## config.mk

```make
export PLATFORM = sky130hd
export DESIGN_NAME = batch_job_scheduler_queue
export DESIGN_NICKNAME = d
export VERILOG_FILES = /design/src/rtl/core/bjsq_pkg.sv /design/src/rtl/core/bjsq_ctrl.sv /design/src/rtl/core/bjsq_dp.sv /design/src/rtl/core/batch_job_scheduler_queue.sv
export SDC_FILE = /design/constraint.sdc
export NUM_CORES = 1
export LEC_CHECK = 0
export ABC_CLOCK_PERIOD_IN_PS = 11500
export BUFFER_PORTS_ARGS = -buffer_cell sky130_fd_sc_hd__buf_2
export CAP_MARGIN = 30
export CORE_UTILIZATION = 40
export CTS_CLUSTER_SIZE = 8
export DETAILED_ROUTE_END_ITERATION = 10
export PLACE_DENSITY = 0.66
export SLEW_MARGIN = 25
export SYNTH_ARGS = -nofsm -noshare
export SYNTH_HDL_FRONTEND = slang
export SYNTH_SLANG_ARGS = --single-unit
```

## constraint.sdc

```tcl
create_clock -name clk -period 11.5 [get_ports clk]
set_input_delay 1.725 -clock clk [delete_from_list [all_inputs] [get_ports clk]]
set_output_delay 1.725 -clock clk [all_outputs]
set_load 0.005 [all_outputs]
```

## src/rtl/core/bjsq_pkg.sv

```systemverilog
package bjsq_pkg;

  localparam int QUEUE_DEPTH_DEF = 16;

  localparam logic CMD_SUBMIT = 1'b0;
  localparam logic CMD_NEXT   = 1'b1;

  localparam logic [1:0] ST_OK    = 2'd0;
  localparam logic [1:0] ST_FULL  = 2'd1;
  localparam logic [1:0] ST_EMPTY = 2'd2;

  localparam logic [1:0] POL_ARRIVAL  = 2'd0;
  localparam logic [1:0] POL_RUNTIME  = 2'd1;
  localparam logic [1:0] POL_PRIORITY = 2'd2;

  localparam logic [1:0] RES_SUBMIT   = 2'd0;
  localparam logic [1:0] RES_FULL     = 2'd1;
  localparam logic [1:0] RES_EMPTY    = 2'd2;
  localparam logic [1:0] RES_DISPATCH = 2'd3;

  typedef struct packed {
    logic        command;
    logic [7:0]  job_id;
    logic [15:0] job_time;
    logic [7:0]  job_priority;
    logic [16:0] submit_sec;
  } in_item_t;

  typedef struct packed {
    logic [1:0]  status;
    logic [7:0]  out_job_id;
    logic [15:0] out_job_time;
    logic [7:0]  out_priority;
    logic [4:0]  waiting_count;
    logic [19:0] expected_wait;
  } out_item_t;

  typedef struct packed {
    logic [7:0]  job_id;
    logic [15:0] job_time;
    logic [7:0]  job_priority;
    logic [16:0] submit_sec;
    logic [15:0] order;
  } slot_t;

  typedef struct packed {
    logic       load;
    logic       wr_slot;
    logic       rd_en;
    logic       finish;
    logic [1:0] kind;
  } ctrl_cmd_t;

  typedef struct packed {
    logic full;
    logic empty;
    logic slot_free;
  } dp_status_t;

  function automatic logic [16:0] job_key(input logic [1:0] policy, input slot_t s);
    logic [16:0] k;
    unique case (policy)
      POL_RUNTIME:  k = {1'b0, s.job_time};
      POL_PRIORITY: k = {9'd0, s.job_priority};
      default:      k = s.submit_sec;
    endcase
    return k;
  endfunction

endpackage

```

## src/rtl/core/bjsq_ctrl.sv

```systemverilog
module bjsq_ctrl #(
  parameter int QUEUE_DEPTH = bjsq_pkg::QUEUE_DEPTH_DEF
) (
  input  logic                           clk,
  input  logic                           rst_n,
  input  logic                           start,
  input  logic                           in_command,
  input  bjsq_pkg::dp_status_t           dp_status,
  output bjsq_pkg::ctrl_cmd_t            cmd,
  output logic [$clog2(QUEUE_DEPTH)-1:0] idx,
  output logic                           busy
);
  import bjsq_pkg::*;

  localparam int IDX_W = $clog2(QUEUE_DEPTH);

  localparam logic [2:0] S_IDLE = 3'd0;
  localparam logic [2:0] S_FIND = 3'd1;
  localparam logic [2:0] S_SCAN = 3'd2;
  localparam logic [2:0] S_LAST = 3'd3;
  localparam logic [2:0] S_DONE = 3'd4;

  logic [2:0]       state_r, state_nxt;
  logic [IDX_W-1:0] idx_r, idx_nxt;
  logic [1:0]       kind_r, kind_nxt;

  always_comb begin
    state_nxt   = state_r;
    idx_nxt     = idx_r;
    kind_nxt    = kind_r;
    cmd         = '0;
    cmd.kind    = kind_r;
    unique case (state_r)
      S_IDLE: begin
        if (start) begin
          cmd.load = 1'b1;
          idx_nxt  = '0;
          if (in_command == CMD_SUBMIT) begin
            if (dp_status.full) begin
              kind_nxt  = RES_FULL;
              state_nxt = S_DONE;
            end else begin
              kind_nxt  = RES_SUBMIT;
              state_nxt = S_FIND;
            end
          end else begin
            if (dp_status.empty) begin
              kind_nxt  = RES_EMPTY;
              state_nxt = S_DONE;
            end else begin
              kind_nxt  = RES_DISPATCH;
              state_nxt = S_SCAN;
            end
          end
        end
      end
      S_FIND: begin
        if (dp_status.slot_free) begin
          cmd.wr_slot = 1'b1;
          state_nxt   = S_DONE;
        end else begin
          idx_nxt = idx_r + IDX_W'(1);
        end
      end
      S_SCAN: begin
        cmd.rd_en = 1'b1;
        if (idx_r == IDX_W'(QUEUE_DEPTH - 1)) begin
          state_nxt = S_LAST;
        end else begin
          idx_nxt = idx_r + IDX_W'(1);
        end
      end
      S_LAST: begin
        state_nxt = S_DONE;
      end
      S_DONE: begin
        cmd.finish = 1'b1;
        state_nxt  = S_IDLE;
      end
      default: begin
        state_nxt = S_IDLE;
      end
    endcase
  end

  always_ff @(posedge clk) begin
    if (!rst_n) begin
      state_r <= S_IDLE;
      idx_r   <= '0;
      kind_r  <= RES_SUBMIT;
    end else begin
      state_r <= state_nxt;
      idx_r   <= idx_nxt;
      kind_r  <= kind_nxt;
    end
  end

  assign idx  = idx_r;
  assign busy = (state_r != S_IDLE);

  a_accept_leaves_idle: assert property (@(posedge clk) disable iff (!rst_n)
    (start && !busy) |=> busy)
    else $error("accepted item did not start work");

  a_find_only_when_room: assert property (@(posedge clk) disable iff (!rst_n)
    (state_r == S_FIND) |-> !dp_status.full)
    else $error("free slot search with a full table");

  a_scan_only_when_waiting: assert property (@(posedge clk) disable iff (!rst_n)
    (state_r == S_SCAN) |-> !dp_status.empty)
    else $error("dispatch scan with no waiting job");

endmodule

```

## src/rtl/core/bjsq_dp.sv

```systemverilog
module bjsq_dp #(
  parameter int QUEUE_DEPTH = bjsq_pkg::QUEUE_DEPTH_DEF
) (
  input  logic                           clk,
  input  logic                           rst_n,
  input  bjsq_pkg::in_item_t             in_item,
  input  logic                           cfg_we,
  input  logic [1:0]                     cfg_wdata,
  input  bjsq_pkg::ctrl_cmd_t            cmd,
  input  logic [$clog2(QUEUE_DEPTH)-1:0] idx,
  output bjsq_pkg::dp_status_t           dp_status,
  output logic                           out_strobe,
  output bjsq_pkg::out_item_t            out_result
);
  import bjsq_pkg::*;

  localparam int IDX_W = $clog2(QUEUE_DEPTH);
  localparam int CNT_W = $clog2(QUEUE_DEPTH + 1);
  localparam int SUM_W = 16 + CNT_W;

  slot_t            mem [QUEUE_DEPTH];
  slot_t            rd_data_r;
  logic             rd_vld_r;
  logic [IDX_W-1:0] rd_idx_r;

  in_item_t         item_r;
  logic [1:0]       policy_r;
  logic [QUEUE_DEPTH-1:0] valid_r, valid_nxt;
  logic [15:0]      ctr_r, ctr_nxt;
  logic [SUM_W-1:0] sum_r, sum_nxt;
  logic [CNT_W-1:0] cnt_r, cnt_nxt;

  logic             best_found_r;
  logic [IDX_W-1:0] best_idx_r;
  logic [16:0]      best_key_r;
  logic [15:0]      best_age_r;
  slot_t            best_slot_r;

  logic [16:0]      cur_key;
  logic [15:0]      cur_age;
  logic             cur_better;

  logic             strobe_r;
  out_item_t        out_r, out_nxt;
  logic [31:0]      cnt_ext, sum_ext;
  slot_t            wr_slot_data;

  assign wr_slot_data = '{job_id:       item_r.job_id,
                          job_time:     item_r.job_time,
                          job_priority: item_r.job_priority,
                          submit_sec:   item_r.submit_sec,
                          order:        ctr_r};

  always_ff @(posedge clk) begin
    if (cmd.wr_slot) begin
      mem[idx] <= wr_slot_data;
    end
    if (cmd.rd_en) begin
      rd_data_r <= mem[idx];
    end
  end

  assign cur_key    = job_key(policy_r, rd_data_r);
  assign cur_age    = ctr_r - rd_data_r.order;
  assign cur_better = !best_found_r || (cur_key < best_key_r) ||
                      ((cur_key == best_key_r) && (cur_age > best_age_r));

  always_comb begin
    valid_nxt = valid_r;
    sum_nxt   = sum_r;
    cnt_nxt   = cnt_r;
    ctr_nxt   = ctr_r;
    if (cmd.wr_slot) begin
      valid_nxt[idx] = 1'b1;
      sum_nxt        = sum_r + SUM_W'(item_r.job_time);
      cnt_nxt        = cnt_r + CNT_W'(1);
      ctr_nxt        = ctr_r + 16'd1;
    end
    if (cmd.finish && (cmd.kind == RES_DISPATCH)) begin
      valid_nxt[best_idx_r] = 1'b0;
      sum_nxt               = sum_r - SUM_W'(best_slot_r.job_time);
      cnt_nxt               = cnt_r - CNT_W'(1);
    end
  end

  always_comb begin
    cnt_ext = 32'(cnt_nxt);
    sum_ext = 32'(sum_nxt);
    out_nxt = '0;
    unique case (cmd.kind)
      RES_SUBMIT:   out_nxt.status = ST_OK;
      RES_FULL:     out_nxt.status = ST_FULL;
      RES_EMPTY:    out_nxt.status = ST_EMPTY;
      RES_DISPATCH: begin
        out_nxt.status       = ST_OK;
        out_nxt.out_job_id   = best_slot_r.job_id;
        out_nxt.out_job_time = best_slot_r.job_time;
        out_nxt.out_priority = best_slot_r.job_priority;
      end
    endcase
    out_nxt.waiting_count = (cnt_ext > 32'd31) ? 5'd31 : cnt_ext[4:0];
    out_nxt.expected_wait = (sum_ext > 32'hFFFFF) ? 20'hFFFFF : sum_ext[19:0];
  end

  always_ff @(posedge clk) begin
    if (!rst_n) begin
      policy_r     <= POL_ARRIVAL;
      valid_r      <= '0;
      ctr_r        <= '0;
      sum_r        <= '0;
      cnt_r        <= '0;
      rd_vld_r     <= 1'b0;
      best_found_r <= 1'b0;
      strobe_r     <= 1'b0;
    end else begin
      if (cfg_we) begin
        policy_r <= cfg_wdata;
      end
      valid_r  <= valid_nxt;
      ctr_r    <= ctr_nxt;
      sum_r    <= sum_nxt;
      cnt_r    <= cnt_nxt;
      rd_vld_r <= cmd.rd_en && valid_r[idx];
      strobe_r <= cmd.finish;
      if (cmd.load) begin
        best_found_r <= 1'b0;
      end else if (rd_vld_r && cur_better) begin
        best_found_r <= 1'b1;
      end
    end
  end

  always_ff @(posedge clk) begin
    rd_idx_r <= idx;
    if (cmd.load) begin
      item_r <= in_item;
    end
    if (rd_vld_r && cur_better) begin
      best_idx_r  <= rd_idx_r;
      best_key_r  <= cur_key;
      best_age_r  <= cur_age;
      best_slot_r <= rd_data_r;
    end
    if (cmd.finish) begin
      out_r <= out_nxt;
    end
  end

  assign dp_status.full      = (cnt_r == CNT_W'(QUEUE_DEPTH));
  assign dp_status.empty     = (cnt_r == '0);
  assign dp_status.slot_free = !valid_r[idx];
  assign out_strobe          = strobe_r;
  assign out_result          = out_r;

  a_count_matches_valid: assert property (@(posedge clk) disable iff (!rst_n)
    $countones(valid_r) == int'(cnt_r))
    else $error("waiting count disagrees with valid slots");

  a_dispatch_has_winner: assert property (@(posedge clk) disable iff (!rst_n)
    (cmd.finish && (cmd.kind == RES_DISPATCH)) |-> best_found_r)
    else $error("dispatch finished without a selected job");

  a_empty_means_zero: assert property (@(posedge clk) disable iff (!rst_n)
    (strobe_r && (out_r.status == ST_EMPTY)) |-> (cnt_r == '0))
    else $error("empty status with jobs waiting");

endmodule

```

## src/rtl/core/batch_job_scheduler_queue.sv

```systemverilog
// Submit: the controller searches for the lowest free slot, one slot per cycle, from
// index 0, writes the job there and then shows the result beat; full skips the search.
// Dispatch: every table entry is read from the job memory, one per cycle, followed by
// a final compare and a commit; with nothing waiting the scan is skipped.
// A new item is accepted in the same cycle its result beat is shown; the receiver
// cannot stall. Synchronous reset empties the table, zeroes the counters and policy.
module batch_job_scheduler_queue #(
  parameter int QUEUE_DEPTH = bjsq_pkg::QUEUE_DEPTH_DEF
) (
  input  logic                clk,
  input  logic                rst_n,
  input  logic                start,
  output logic                busy,
  input  bjsq_pkg::in_item_t  in_item,
  output logic                out_strobe,
  output bjsq_pkg::out_item_t out_result,
  input  logic                cfg_we,
  input  logic [1:0]          cfg_wdata
);
  import bjsq_pkg::*;

  ctrl_cmd_t                      cmd;
  dp_status_t                     dp_status;
  logic [$clog2(QUEUE_DEPTH)-1:0] idx;

  bjsq_ctrl #(
    .QUEUE_DEPTH(QUEUE_DEPTH)
  ) u_ctrl (
    .clk        (clk),
    .rst_n      (rst_n),
    .start      (start),
    .in_command (in_item.command),
    .dp_status  (dp_status),
    .cmd        (cmd),
    .idx        (idx),
    .busy       (busy)
  );

  bjsq_dp #(
    .QUEUE_DEPTH(QUEUE_DEPTH)
  ) u_dp (
    .clk        (clk),
    .rst_n      (rst_n),
    .in_item    (in_item),
    .cfg_we     (cfg_we),
    .cfg_wdata  (cfg_wdata),
    .cmd        (cmd),
    .idx        (idx),
    .dp_status  (dp_status),
    .out_strobe (out_strobe),
    .out_result (out_result)
  );

endmodule

```

==> flow_metrics.tcl, run 1 <==
set metrics [dict create \
    yosysTopAreaCell "edfxtp_1" \
    synthAdderAreaFrac 0.0221 \
    path_max_fanout 61 \
    synth-compound-area-share 0.0291 \
    antenna_found_initial 4 \
    drtIter0Drc 2787 \
    setup_viol 0 \
    cts-root-buf "clkbuf_16" \
    num_vias 26000 \
    synth-edff-count 1282 \
    ys.flop_type "edfxtp_1" \
    ys_top_cells_by_area "edfxtp_1 72%, mux4_2 14%, dfxtp_1 2.9%" \
    clk_pin_slew_worst_paths_ns 0.05 \
    overflow 0 \
    nNetsFinal 2971 \
    pre_cts_ws_ns 6.07 \
    clockPowerShare 0.386 \
    cts-hold-fix-buffers 0 \
    firstDrtPassIters 6 \
    p_sw_mw 3.30 \
    final_max_slew_viol_count 0 \
    ys_types 70 \
    synth_top_area_frac 0.724 \
    syn2layout_area_growth_pct 15.4 \
    arrival_ns 5.91 \
    p_per_area_nw_per_um2 213 \
    ys_seq_elements 1358 \
    ys_warn_count 0 \
    syn-num-nets 2734 \
    cts-buffers-inserted 188 \
    synth-xor-area-share 0.0105 \
    ir_drop_mv 0.126 \
    cts_setup_buffers 0 \
    internal_power_mw 9.76 \
    drc 0 \
    portBuffers 116 \
    setup_ws_ns 5.99 \
    relSlewSlack 0.289 \
    tightest_slew_ns 1.07 \
    fp-row-count 133 \
    async_flop_share 0 \
    ys_seq_area_frac 0.752 \
    holdCritPathClass "reg -> reg" \
    fin_crit_sh 0.479 \
    worstSetupEndpointType "flop" \
    rsz0062_at_grt "no" \
    final.setup.tns_ns 0 \
    cap_violations 0 \
    cts_max_level 4 \
    worstRegToRegCells 15 \
    cts_resized 0 \
    die-area_um2 134000 \
    vias_per_cell 5.56 \
    hold_depth 0 \
    grtUsageTotal 0.184 \
    startpoint_type "flop" \
    path_class "reg -> reg" \
    numClockSinks 1358 \
    whs_ns 0.399 \
    synth_area_um2 53200 \
    synth_top_family_by_area "multiplexers" \
    final_antenna_net_count 0 \
    grt_pass1_wl_um 180000 \
    synth.mux.area_fraction 0.141 \
    yosysMostFrequentCell "edfxtp_1" \
    hpwl_um 66400 \
    leakagePower_nw 20.0 \
    finClkSkew_ns 0.0335 \
    pwr-share-comb 0.143 \
    antenna_cells 0 \
    grt_pass1_vias 26400 \
    wl_per_cell_um 26.5 \
    place.gp.congestion 0.829 \
    clockBufferDepth 3 \
    core_area_um2 132000 \
    status "complete, no violations" \
    start_util 0.404 \
    dieWidth_um 367 \
    drive_gt1_frac 0.257 \
    synthSimpleGateAreaFrac 0.0306 \
    syn-instance-count 2586 \
    fmax_mhz 181 \
    switching_share 0.253 \
    synth_commonest_cells "1282 x edfxtp_1, 329 x mux4_2, 91 x nor2_1" \
    hold_violations 0 \
    die_h_um 367 \
    ios 117 \
    required_ns 11.90 \
    grt_max_degree 151 \
    layout_min_cycle_time_ns 5.51 \
    power_frac_seq 0.471 \
    cts_tree "built" \
    avgSynthCellArea_um2 20.6 \
    clkLatencyLatePin_ns 0.80 \
    routed_wl_um 124000 \
]
-- sequential cells by signal, summed over array words and instances (netlist names), 3 cells and up --
name,count
u_dp.cnt_r,5
u_dp.rd_data_r,65
u_dp.best_age_r,16
u_dp.best_key_r,17
u_ctrl.state_r,3
u_dp.best_idx_r,4
u_dp.ctr_r,16
u_dp.out_result,59
u_dp.item_r,49
u_ctrl.idx,4
u_dp.best_slot_r,32
u_dp.sum_r,21
u_dp.rd_idx_r,4
u_dp.valid_r,16
u_dp.mem,1040
-- final timing paths --
path	from	slack [ns]	to
max reg2reg	u_dp.ctr_r[2]	5.99	u_dp.best_slot_r[56]
min	u_dp.rd_idx_r[3]	0.40	u_dp.best_idx_r[3]
min reg2reg	u_dp.rd_idx_r[3]	0.40	u_dp.best_idx_r[3]
max	u_dp.ctr_r[2]	5.99	u_dp.best_slot_r[56]
-- critical path, stage by stage (launching register included) --
cell	delay, ns
dfxtp_1	0.78
ha_1	0.38
nor2b_1	0.14
o21ai_0	0.21
a21boi_0	0.18
o41ai_1	0.63
o2111ai_1	0.26
a31o_2	0.28
a21oi_1	0.17
xnor2_1	0.11
ha_1	0.31
nand4_1	0.13
o21ai_0	0.25
a21oi_1	0.11
o21ai_4	0.33
buf_4	0.79
-- kinds of logic after synthesis --
family,count (synthesis)
xor+xnor,64
flops,1358
compound gates,214
mux,339
buf+inv,193
fa+ha+maj,92
simple gates,326
-- area by class of cell --
cell class | count | area (µm²)
inverters | 85 | 319
multi-input cells | 1035 | 12500
clock buffers | 271 | 5020
fillers | 10900 | 70400
clock inverters | 16 | 307
flip-flops and latches | 1358 | 40000
repair buffers | 155 | 1000
well taps | 1755 | 2200
-- stage by stage --
stage	utilization	instance area (µm²)	instances	total power [mW]
after CTS	0.465	61300	4672	13.2
after floorplan	-	53200	2586	7.47
final	0.466	61400	4675	13.1
after global routing	0.466	61400	4675	13.5
after global placement	0.424	55900	4382	8.09
after detailed placement	0.425	56000	4385	8.12
-- per-layer routing --
metal	share of wire	vias up	track usage
li1	-	11100	-
met1	0.43	13700	0.260
met2	0.47	1034	0.281
met3	0.077	200	0.0432
met4	0.026	0	0.0625
met5	0	-	0
-- power by group through the flow --
stage | clock network [mW] | registers, mW | logic, mW
floorplan | 0 | 6.12 | 1.35
global placement | 0 | 6.25 | 1.84
detailed placement | 0 | 6.25 | 1.87
CTS | 5.12 | 6.16 | 1.88
global route | 5.32 | 6.19 | 2.02
finish | 5.04 | 6.16 | 1.87
-- placed cells by master, fill, tap and decap left out, drive strengths merged, types with 38 or more instances in the layout --
cell	synthesis	routed
buf	31	155
a21oi	38	38
nand2	64	64
dfxtp	76	76
clkbuf	77	271
inv	85	90
edfxtp	1282	1282
ha	89	89
nor2	92	92
o21ai	39	39
mux4	329	329
and3	47	47
No activity file was read; power rests on OpenSTA's default activity.
==> run 2, diff against run 1 <==
Settings changed: ABC_CLOCK_PERIOD_IN_PS 11500 to 5350.
Clock period 11.5 ns to 5.35 ns, I/O delays scaled along.
==> run 2 against run 1 <==
Compared with the run above: power is 110% higher; utilization is 0.14 points higher; clock skew is 0.010 ns higher; critical path depth is 3 higher; critical path type unchanged; largest power group unchanged.
==> flow_metrics.tcl, run 2 (same netlist as run 1, synthesis figures left out) <==
set metrics [dict create \
    numClockSinks 1358 \
    holdCritPathClass "in -> reg" \
    die-area_um2 134000 \
    top_register "u_dp.mem" \
    top_layer "met5" \
    layout_commonest_cell "edfxtp_1" \
    clkLatencyLatePin_ns 0.81 \
    cts_resized 0 \
    status "complete, no violations" \
    ios 117 \
    relSlewSlack 0.349 \
    utilization 0.467 \
    grt_pass1_vias 26700 \
    final_max_slew_viol_count 0 \
    worstSetupEndpointType "flop" \
    largest_register_ffs 1040 \
    die_h_um 367 \
    firstDrtPassIters 6 \
    routed_wl_um 124000 \
    fmax_mhz 216 \
    overflow 0 \
    dieWidth_um 367 \
    drc 0 \
    cts_setup_buffers 0 \
    grt_pass1_wl_um 181000 \
    place.gp.congestion 0.820 \
    nNetsFinal 2993 \
    routed-wl-met3_um 9080 \
    syn2layout_area_growth_pct 15.8 \
    final_cell_mix "1282 x edfxtp_1, 329 x mux4_2, 189 x clkbuf_16, 116 x buf_2" \
    critical_path.max_stage_delay_ns 0.53 \
    clk_pin_slew_worst_paths_ns 0.05 \
    hold_violations 0 \
    critPathSlowestCell "o41ai_1" \
    arrival_ns 5.12 \
    stdcell_count 4697 \
    setup_viol 0 \
    p_per_area_nw_per_um2 453 \
    crit_path_frequent_cell "a21oi_1" \
    antenna_found_initial 6 \
    leakagePower_nw 20.2 \
    path_max_fanout 58 \
    core_area_um2 132000 \
    crit_chain "inv_1 > ha_1 > nor2b_1 > o21ai_0 > a21boi_0 > o41ai_1 > o2111ai_1 > a31o_2 > a21oi_1 > xnor2_1 > ha_1 > a21o_1 > a21o_1 > a21oi_1 > o21ai_0 > a21oi_1 > o21ai_4 > buf_12" \
    layout_min_cycle_time_ns 4.64 \
    start_util 0.404 \
    wl_met1_um 52900 \
    hpwl_um 69900 \
    grt_max_degree 130 \
    clockBufferDepth 3 \
    dp.cells 4410 \
    required_ns 5.84 \
    cts-hold-fix-buffers 0 \
    ir_drop_mv 0.309 \
    wl_met2_um 59200 \
    power.total_mw 27.9 \
    fin_crit_sh 0.866 \
    cts_tree "built" \
    drive_gt1_frac 0.261 \
    startpoint_type "flop" \
    cap_violations 0 \
    final.setup.tns_ns 0 \
    final_antenna_net_count 0 \
    num_vias 25900 \
    rsz0062_at_grt "no" \
    vias_per_cell 5.52 \
    drtIter0Drc 2746 \
    grtUsageTotal 0.185 \
    finClkSkew_ns 0.0438 \
    cts-root-buf "clkbuf_16" \
    path_class "reg -> reg" \
    cts-buffers-inserted 187 \
    wl_per_cell_um 26.4 \
    portBuffers 116 \
    fp-row-count 133 \
    tightest_slew_ns 0.974 \
    cts_max_level 4 \
]
run 2: changes by cell type in the layout (fill, tap and decap cells not counted), sizes merged:
| cell | previous run | this run |
|---|---|---|
| clkbuf | 271 | 273 |
| clkinv | 10 | 4 |
| buf | 155 | 178 |
| diode | 0 | 2 |
| bufinv | 1 | 0 |
| inv | 90 | 92 |
run 2: final timing paths:
| check | end | slack [ns] | cells past startpoint | startpoint |
|---|---|---|---|---|
| setup / recovery | u_dp.best_slot_r[33] | 0.71 | 18 | u_dp.rd_data_r[1] |
| hold / removal | u_dp.item_r[47] | 0.17 | 1 | in_item[47] |
| setup reg to reg | u_dp.best_slot_r[33] | 0.71 | 18 | u_dp.rd_data_r[1] |
| hold reg to reg | u_dp.best_idx_r[0] | 0.40 | 0 | u_dp.rd_idx_r[0] |
run 2: layout make-up:
cell class	instances	area (µm²)
fill	10900	70200
sequential	1358	40000
multi-input combinational	1035	12500
clock buffer	273	5040
tap	1755	2200
timing repair buffer	178	1280
inverter	85	319
clock inverter	11	185
antenna	2	5.00
run 2: per-layer routing:
layer / track usage / vias up
li1: - / 11100
met1: 0.258 / 13600
met2: 0.293 / 993
met3: 0.0403 / 208
met4: 0.0549 / 6
met5: 0 / -
run 2: critical path: cells and delay by family, from the launching register on:
family | cells | cell delay [ns]
XOR/XNOR | 1 | 0.17
flip-flops | 1 | 0.41
AO/OA/AOI/OAI | 12 | 2.70
AND/OR/NAND/NOR | 1 | 0.13
adder cells (fa/ha/maj) | 2 | 0.49
buffers and inverters | 2 | 0.37
run 2: power breakdown:
part / total, mW / leakage (nW) / switching, mW / internal, mW
Clock: 10.7 / 2.51 / 4.25 / 6.42
Sequential: 13.2 / 12.3 / 0.570 / 12.6
Combinational: 4.01 / 5.36 / 2.13 / 1.88
run 2: stage by stage:
step           setup slack [ns]  cell area (µm²)  hold WS (ns)
3_3_place_gp              0.781            56300         0.387
6_report                  0.714            61600         0.171
4_1_cts                   0.794            61600         0.104
5_1_grt                   0.379            61600         0.138
2_1_floorplan           0.00950            53200         0.326
3_5_place_dp              0.823            56300         0.391
